===== src/rtl/lshc_pkg.sv =====
// Shared types and constants for the log-scaled hue colormap unit.
// Holds the channel payload structs, register indexes and the log2 mantissa table.
// No dependencies.
package lshc_pkg;

   // register indexes on the csr channel
   localparam logic [3:0] CSR_CLAMP_LIMIT = 4'd0;
   localparam logic [3:0] CSR_HUE_GAIN    = 4'd1;

   localparam logic [15:0] CLAMP_LIMIT_RESET = 16'hFFFF;
   localparam logic [15:0] HUE_GAIN_RESET    = 16'd1536;

   // hue wheel ramps, one per sixth
   localparam logic [7:0] SEG_RED_TO_YELLOW    = 8'd0;
   localparam logic [7:0] SEG_YELLOW_TO_GREEN  = 8'd1;
   localparam logic [7:0] SEG_GREEN_TO_CYAN    = 8'd2;
   localparam logic [7:0] SEG_CYAN_TO_BLUE     = 8'd3;
   localparam logic [7:0] SEG_BLUE_TO_MAGENTA  = 8'd4;
   localparam logic [7:0] SEG_MAGENTA_TO_RED   = 8'd5;

   typedef struct packed {
      logic [19:0] pixel_index;
   } req_meta_type;

   typedef struct packed {
      logic [7:0]  red;
      logic [7:0]  green;
      logic [7:0]  blue;
      logic [19:0] out_index;
   } rsp_data_type;

   // round(2048 * log2(1 + k/32)), k = 0..32
   function automatic logic [11:0] log_mant(input logic [5:0] k);
      logic [11:0] v;
      case (k)
         6'd0:  v = 12'd0;
         6'd1:  v = 12'd91;
         6'd2:  v = 12'd179;
         6'd3:  v = 12'd265;
         6'd4:  v = 12'd348;
         6'd5:  v = 12'd429;
         6'd6:  v = 12'd508;
         6'd7:  v = 12'd585;
         6'd8:  v = 12'd659;
         6'd9:  v = 12'd732;
         6'd10: v = 12'd803;
         6'd11: v = 12'd873;
         6'd12: v = 12'd941;
         6'd13: v = 12'd1007;
         6'd14: v = 12'd1072;
         6'd15: v = 12'd1136;
         6'd16: v = 12'd1198;
         6'd17: v = 12'd1259;
         6'd18: v = 12'd1319;
         6'd19: v = 12'd1377;
         6'd20: v = 12'd1435;
         6'd21: v = 12'd1491;
         6'd22: v = 12'd1546;
         6'd23: v = 12'd1600;
         6'd24: v = 12'd1653;
         6'd25: v = 12'd1706;
         6'd26: v = 12'd1757;
         6'd27: v = 12'd1808;
         6'd28: v = 12'd1857;
         6'd29: v = 12'd1906;
         6'd30: v = 12'd1954;
         6'd31: v = 12'd2001;
         6'd32: v = 12'd2048;
         default: v = 12'd0;
      endcase
      return v;
   endfunction

endpackage


===== src/rtl/log_scaled_hue_colormap_unit.sv =====
// Top level of the log-scaled hue colormap: five-stage pipeline, sample in, RGB out.
// Depends on lshc_pkg (payload structs, register indexes, log2 mantissa table).
//
// Usage:
//   req channel: one field sample (req_sample) plus its pixel position
//   (req_data) per transfer, valid/stall handshake, accepted when
//   req_valid is high and req_stall is low.
//   rsp channel: one RGB pixel with the same position per input transfer,
//   in order, accepted when rsp_valid is high and rsp_stall is low.
//   csr channel: valid/ready writes of clamp_limit (index 0) and hue_gain
//   (index 1); csr_ready is always high, other indexes are dropped.
//   Write registers only while the pipeline is empty.
// Timing:
//   An accepted input passes the five register stages in order
//   (clamp, leading-one normalize, table interpolate, gain multiply, ramp select);
//   throughput is one pixel per clock while rsp_stall is low.
// Reset (synchronous, active high) empties the pipeline and loads
//   clamp_limit = 65535 and hue_gain = 1536.
// Stall: when rsp_stall holds the output stage, earlier stages keep
//   filling until each holds an item; then req_stall rises. Nothing is
//   dropped or repeated.
module log_scaled_hue_colormap_unit #(
   parameter int SAMPLE_BITS = 16
) (
   input  logic                     clock,
   input  logic                     reset,

   input  logic                     req_valid,
   output logic                     req_stall,
   input  logic [SAMPLE_BITS-1:0]   req_sample,
   input  lshc_pkg::req_meta_type   req_data,

   output logic                     rsp_valid,
   input  logic                     rsp_stall,
   output lshc_pkg::rsp_data_type   rsp_data,

   input  logic                     csr_valid,
   output logic                     csr_ready,
   input  logic [3:0]               csr_index,
   input  logic [15:0]              csr_wdata
);

   localparam int CW = (SAMPLE_BITS > 16) ? SAMPLE_BITS : 16;

   // configuration
   logic [15:0] clamp_limit_ff, clamp_limit_in;
   logic [15:0] hue_gain_ff, hue_gain_in;

   assign csr_ready = 1'b1;

   always_comb begin
      clamp_limit_in = clamp_limit_ff;
      hue_gain_in    = hue_gain_ff;
      if (csr_valid && csr_ready) begin
         case (csr_index)
            lshc_pkg::CSR_CLAMP_LIMIT: clamp_limit_in = csr_wdata;
            lshc_pkg::CSR_HUE_GAIN:    hue_gain_in    = csr_wdata;
            default: ;
         endcase
      end
   end

   always_ff @(posedge clock) begin
      if (reset) begin
         clamp_limit_ff <= lshc_pkg::CLAMP_LIMIT_RESET;
         hue_gain_ff    <= lshc_pkg::HUE_GAIN_RESET;
      end else begin
         clamp_limit_ff <= clamp_limit_in;
         hue_gain_ff    <= hue_gain_in;
      end
   end

   // stage valids and load enables
   logic s1_valid_ff, s2_valid_ff, s3_valid_ff, s4_valid_ff, s5_valid_ff;
   logic s1_load, s2_load, s3_load, s4_load, s5_load;

   assign s5_load   = !s5_valid_ff || !rsp_stall;
   assign s4_load   = !s4_valid_ff || s5_load;
   assign s3_load   = !s3_valid_ff || s4_load;
   assign s2_load   = !s2_valid_ff || s3_load;
   assign s1_load   = !s1_valid_ff || s2_load;
   assign req_stall = !s1_load;

   always_ff @(posedge clock) begin
      if (reset) begin
         s1_valid_ff <= 1'b0;
         s2_valid_ff <= 1'b0;
         s3_valid_ff <= 1'b0;
         s4_valid_ff <= 1'b0;
         s5_valid_ff <= 1'b0;
      end else begin
         if (s1_load) s1_valid_ff <= req_valid;
         if (s2_load) s2_valid_ff <= s1_valid_ff;
         if (s3_load) s3_valid_ff <= s2_valid_ff;
         if (s4_load) s4_valid_ff <= s3_valid_ff;
         if (s5_load) s5_valid_ff <= s4_valid_ff;
      end
   end

   // stage 1: zero test, clamp, x = clamped + 1
   logic [CW-1:0] s1_sample_ext, s1_limit_ext;
   logic [15:0]   s1_clamped;
   logic [16:0]   s1_x_in, s1_x_ff;
   logic          s1_zero_ff;
   logic [19:0]   s1_index_ff;

   always_comb begin
      s1_sample_ext = CW'(req_sample);
      s1_limit_ext  = CW'(clamp_limit_ff);
      s1_clamped    = (s1_sample_ext > s1_limit_ext) ? clamp_limit_ff : s1_sample_ext[15:0];
      s1_x_in       = {1'b0, s1_clamped} + 17'd1;
   end

   always_ff @(posedge clock) begin
      if (s1_load) begin
         s1_x_ff     <= s1_x_in;
         s1_zero_ff  <= (req_sample == '0);
         s1_index_ff <= req_data.pixel_index;
      end
   end

   // stage 2: leading-one position and normalize
   logic [4:0]  s2_exp_in, s2_exp_ff;
   logic [16:0] s2_norm;
   logic [4:0]  s2_idx_ff;
   logic [5:0]  s2_rem_ff;
   logic        s2_zero_ff;
   logic [19:0] s2_index_ff;

   always_comb begin
      s2_exp_in = 5'd0;
      for (int i = 1; i < 17; i++) begin
         if (s1_x_ff[i]) s2_exp_in = 5'(i);
      end
      s2_norm = s1_x_ff << (5'd16 - s2_exp_in);
   end

   always_ff @(posedge clock) begin
      if (s2_load) begin
         s2_exp_ff   <= s2_exp_in;
         s2_idx_ff   <= s2_norm[15:11];
         s2_rem_ff   <= s2_norm[10:5];
         s2_zero_ff  <= s1_zero_ff;
         s2_index_ff <= s1_index_ff;
      end
   end

   // stage 3: mantissa table with linear interpolation, Q5.11 log
   logic [11:0] s3_lo, s3_hi;
   logic [6:0]  s3_diff;
   logic [12:0] s3_prod;
   logic [15:0] s3_log_in, s3_log_ff;
   logic        s3_zero_ff;
   logic [19:0] s3_index_ff;

   always_comb begin
      s3_lo     = lshc_pkg::log_mant({1'b0, s2_idx_ff});
      s3_hi     = lshc_pkg::log_mant({1'b0, s2_idx_ff} + 6'd1);
      s3_diff   = 7'(s3_hi - s3_lo);
      s3_prod   = 13'(s3_diff * s2_rem_ff);
      s3_log_in = {s2_exp_ff, 11'd0} + 16'(s3_lo) + 16'(s3_prod[12:6]);
   end

   always_ff @(posedge clock) begin
      if (s3_load) begin
         s3_log_ff   <= s3_log_in;
         s3_zero_ff  <= s2_zero_ff;
         s3_index_ff <= s2_index_ff;
      end
   end

   // stage 4: hue position = log * gain, Q8.23 (fits in 31 bits)
   logic [31:0] s4_prod;
   logic [30:0] s4_pos_ff;
   logic        s4_zero_ff;
   logic [19:0] s4_index_ff;

   assign s4_prod = s3_log_ff * hue_gain_ff;

   always_ff @(posedge clock) begin
      if (s4_load) begin
         s4_pos_ff   <= s4_prod[30:0];
         s4_zero_ff  <= s3_zero_ff;
         s4_index_ff <= s3_index_ff;
      end
   end

   // stage 5: ramp select; x*255 done as (x << 8) - x
   logic [7:0]  s5_seg;
   logic [22:0] s5_frac;
   logic [30:0] s5_rise_prod;
   logic [23:0] s5_rest;
   logic [31:0] s5_fall_prod;
   logic [7:0]  s5_rise, s5_fall;
   logic [7:0]  s5_r, s5_g, s5_b;
   lshc_pkg::rsp_data_type s5_data_ff;

   always_comb begin
      s5_seg       = s4_pos_ff[30:23];
      s5_frac      = s4_pos_ff[22:0];
      s5_rise_prod = {s5_frac, 8'd0} - {8'd0, s5_frac};
      s5_rise      = s5_rise_prod[30:23];
      s5_rest      = 24'h800000 - {1'b0, s5_frac};
      s5_fall_prod = {s5_rest, 8'd0} - {8'd0, s5_rest};
      s5_fall      = s5_fall_prod[30:23];
      case (s5_seg)
         lshc_pkg::SEG_RED_TO_YELLOW: begin
            s5_r = 8'd255;  s5_g = s5_rise; s5_b = 8'd0;
         end
         lshc_pkg::SEG_YELLOW_TO_GREEN: begin
            s5_r = s5_fall; s5_g = 8'd255;  s5_b = 8'd0;
         end
         lshc_pkg::SEG_GREEN_TO_CYAN: begin
            s5_r = 8'd0;    s5_g = 8'd255;  s5_b = s5_rise;
         end
         lshc_pkg::SEG_CYAN_TO_BLUE: begin
            s5_r = 8'd0;    s5_g = s5_fall; s5_b = 8'd255;
         end
         lshc_pkg::SEG_BLUE_TO_MAGENTA: begin
            s5_r = s5_rise; s5_g = 8'd0;    s5_b = 8'd255;
         end
         lshc_pkg::SEG_MAGENTA_TO_RED: begin
            s5_r = 8'd255;  s5_g = 8'd0;    s5_b = s5_fall;
         end
         default: begin
            // past the end of the wheel: pinned at red
            s5_r = 8'd255;  s5_g = 8'd0;    s5_b = 8'd0;
         end
      endcase
      if (s4_zero_ff) begin
         s5_r = 8'd0;
         s5_g = 8'd0;
         s5_b = 8'd0;
      end
   end

   always_ff @(posedge clock) begin
      if (s5_load) begin
         s5_data_ff.red       <= s5_r;
         s5_data_ff.green     <= s5_g;
         s5_data_ff.blue      <= s5_b;
         s5_data_ff.out_index <= s4_index_ff;
      end
   end

   assign rsp_valid = s5_valid_ff;
   assign rsp_data  = s5_data_ff;

   // checks
   a_accept_enters: assert property (@(posedge clock) disable iff (reset)
      req_valid && !req_stall |=> s1_valid_ff)
      else $error("accepted request did not enter stage 1");

   a_hold_on_stall: assert property (@(posedge clock) disable iff (reset)
      s4_valid_ff && s5_valid_ff && rsp_stall |=> s4_valid_ff && $stable(s4_pos_ff))
      else $error("stage 4 item lost under output stall");

   a_exp_range: assert property (@(posedge clock) disable iff (reset)
      s2_valid_ff |-> s2_exp_ff <= 5'd16)
      else $error("leading-one position out of range");

   a_log_range: assert property (@(posedge clock) disable iff (reset)
      s3_valid_ff |-> s3_log_ff <= 16'd32768)
      else $error("log value exceeds log2 of 65536");

   a_reset_empties: assert property (@(posedge clock)
      $past(reset) |-> !s1_valid_ff && !s5_valid_ff && !rsp_valid)
      else $error("pipeline not empty after reset");

endmodule


===== config.mk =====
export PLATFORM = sky130hd
export DESIGN_NAME = log_scaled_hue_colormap_unit
export DESIGN_NICKNAME = d
export VERILOG_FILES = /design/src/rtl/lshc_pkg.sv /design/src/rtl/log_scaled_hue_colormap_unit.sv
export SDC_FILE = /design/constraint.sdc
export NUM_CORES = 1
export LEC_CHECK = 0
export BUFFER_PORTS_ARGS = -buffer_cell sky130_fd_sc_hd__buf_2
export CORE_ASPECT_RATIO = 0.5
export CORE_MARGIN = 8
export CORE_UTILIZATION = 55
export DETAILED_ROUTE_END_ITERATION = 8
export PLACE_DENSITY = 0.78
export SETUP_SLACK_MARGIN = 0.15
export SYNTH_ARGS = -nofsm -noshare
export SYNTH_HDL_FRONTEND = slang
export SYNTH_SLANG_ARGS = --single-unit

===== constraint.sdc =====
create_clock -name clock -period 18 [get_ports clock]
set_clock_uncertainty 0.1 [all_clocks]
set_input_delay 3.6 -clock clock [delete_from_list [all_inputs] [get_ports clock]]
set_output_delay 3.6 -clock clock [all_outputs]
set_load 0.02 [all_outputs]

==> impl_metrics.tcl <==
set metrics [dict create \
    status "finished clean" \
    synth-async-reset-ratio_pct 0 \
    firstDrtPassIters 5 \
    cts_buffer_depth 3 \
    htree_levels 1 \
    hold_viol_final 0 \
    setup_viol 0 \
    grt_max_degree 53 \
    synth_top_cell_by_area "edfxtp_1" \
    floorplan.io_pins 108 \
    gp_congestion 0.919 \
    fmax_ghz 0.107 \
    vias_per_cell 5.70 \
    die_h_microns 162 \
    setup_ws_ns 8.69 \
    rsz0062_at_grt "false" \
    worst_setup_path_start_kind "primary input" \
    synth_edf_count 208 \
    period_minus_slack_ns 9.31 \
    synth_nets 2864 \
    finalCritPeriodShare_pct 51.7 \
    worst-path-max-fanout 39 \
    synth_area_sq_um 23400 \
    num_rows 53 \
    wire_per_inst_microns 17.4 \
    nets 2913 \
    initial_utilization_pct 55.7 \
    synth-warning-count 0 \
    fin_cells 3030 \
    drc_errors 0 \
    antenna_found_initial 1 \
    clk_pin_slew_ns 0.06 \
    layout_common_cells "inv_1 (333), nand2_1 (284), fa_1 (215)" \
    grt_pass1_wl_mm 87.6 \
    slowest_stage "nand2_2" \
    synth_top_cells_by_area "edfxtp_1 (27%), fa_1 (18%), ha_1 (11%)" \
    dp_hpwl_mm 39.9 \
    setup.worst_path.class "in2out" \
    reg2reg_setup_slack_ns 9.07 \
    cap_violations 0 \
    fillers 3384 \
    wirelength_mm 52.7 \
    synthToLayoutAreaGrowth_pct 7.38 \
    ctsHoldBuffers 0 \
    antenna_left 0 \
    synth-seq-cells 256 \
    final_common_cell "inv_1" \
    synth_top_area_share_pct 26.7 \
    drive_gt1_share_pct 8.19 \
    synthCells 2387 \
    portBuffers 106 \
    placedCellCount 2986 \
    crit_arrival_ns 5.61 \
    grt-ovfl-total 0 \
    slew_headroom_pct 22.1 \
    synth.avg_cell_area_sq_um 9.80 \
    path_cells "buf_2 -> and3_1 -> and3_1 -> nand2_2 -> inv_1 -> buf_2" \
    cts.sinks 256 \
    cp.required_ns 14.30 \
    coreArea_sq_um 42000 \
    antennaDiodeCount 0 \
    cts_resized 0 \
    cts_root_buffer "clkbuf_16" \
    cts_buffers 25 \
    endpoint_kind "output port" \
    grt_usage_pct 21.1 \
    hold_class "reg2reg" \
    die_w_microns 308 \
    ys.flop_type "edfxtp_1" \
    fin_tns_setup_ns 0 \
    die_area_sq_um 49800 \
    ys_seq_area_share_pct 30.8 \
    fin_util_pct 59.8 \
    grt_pass1_vias 17700 \
    clkLatencyLatePin_ns 0.56 \
    worst_path_largest_cell_delay_ns 0.70 \
    via_count 17300 \
    cts_tree "yes" \
    slew_viol_final 0 \
    first_iter_violations 1371 \
    synth_cell_types 93 \
    post_cts_buffers 0 \
    dp_worst_setup_slack_ns 8.71 \
    tightest_slew_ns 1.16 \
]
cells in the mapped netlist (23+ instances only):
library cell / number
a211o_1: 23
edfxtp_1: 208
nand2b_1: 23
a21o_1: 30
and2_1: 124
xor2_1: 23
a211oi_1: 23
nand3_1: 49
xnor2_1: 90
dfxtp_1: 48
inv_1: 335
ha_1: 201
nand2_1: 286
a21oi_1: 111
o21ai_0: 62
clkbuf_1: 74
nor2_1: 125
nor3_1: 35
fa_1: 215
per-layer routing:
layer	part of all wire [%]	global-route usage [%]	routed length (microns)
met2	47	35.2	24800
met1	42	27.4	22200
met5	0.025	0	13
met3	8.6	4.86	4510
met4	2.3	6.03	1200
metrics by stage:
stage	area (sq um)	hold slack (ns)
floorplan	23400	0.300
global placement	24300	0.300
detailed placement	24300	0.305
CTS	25100	0.318
global route	25100	0.319
finish	25100	0.318
layout make-up:
class,count,area (sq um),share of cell area (%)
Sequential cell,256,7210,28.7
Inverter,337,1260,5.04
Clock inverter,17,161,0.642
Multi-Input combinational cell,1702,14500,57.9
Clock buffer,27,633,2.52
Timing Repair Buffer,114,591,2.35
Tap cell,577,722,2.87
worst max-delay path: cells and delay by family:
| family | cells | cell delay [ns] |
|---|---|---|
| buffers and inverters | 3 | 0.59 |
| and+or+nand+nor | 3 | 1.41 |
flip-flops by register name, indices dropped and copies added (netlist names), 5 cells and up:
name,flops
s3_index_ff,20
s2_exp_ff,5
s4_index_ff,20
s3_lo,11
s4_pos_ff,31
hue_gain_ff,16
s1_index_ff,20
s2_rem_ff,6
s2_index_ff,20
s1_x_ff,17
s2_idx_ff,5
s3_log_ff,16
clamp_limit_ff,16
rsp_data,44
worst paths after layout:
| path | from | to | depth (start not counted) |
|---|---|---|---|
| setup reg to reg | s2_idx_ff[0] | s3_log_ff[13] | 35 |
| setup / recovery | rsp_stall | req_stall | 6 |
| hold / removal | s1_index_ff[13] | s2_index_ff[13] | 0 |
| hold reg to reg | s1_index_ff[13] | s2_index_ff[13] | 0 |
logic make-up after synthesis:
kind of cell | count (synthesis) | synth area share (%)
simple gates | 749 | 15.5
compound gates | 387 | 11.1
mux | 35 | 2.05
other cells | 1 | 0.0160
fa+ha+maj | 417 | 29.2
buf+inv | 429 | 7.09
flops | 256 | 30.8
xor+xnor | 113 | 4.23
Power is not shown: default switching activity piles up to over one toggle a cycle in this logic, so the estimate is an artifact.
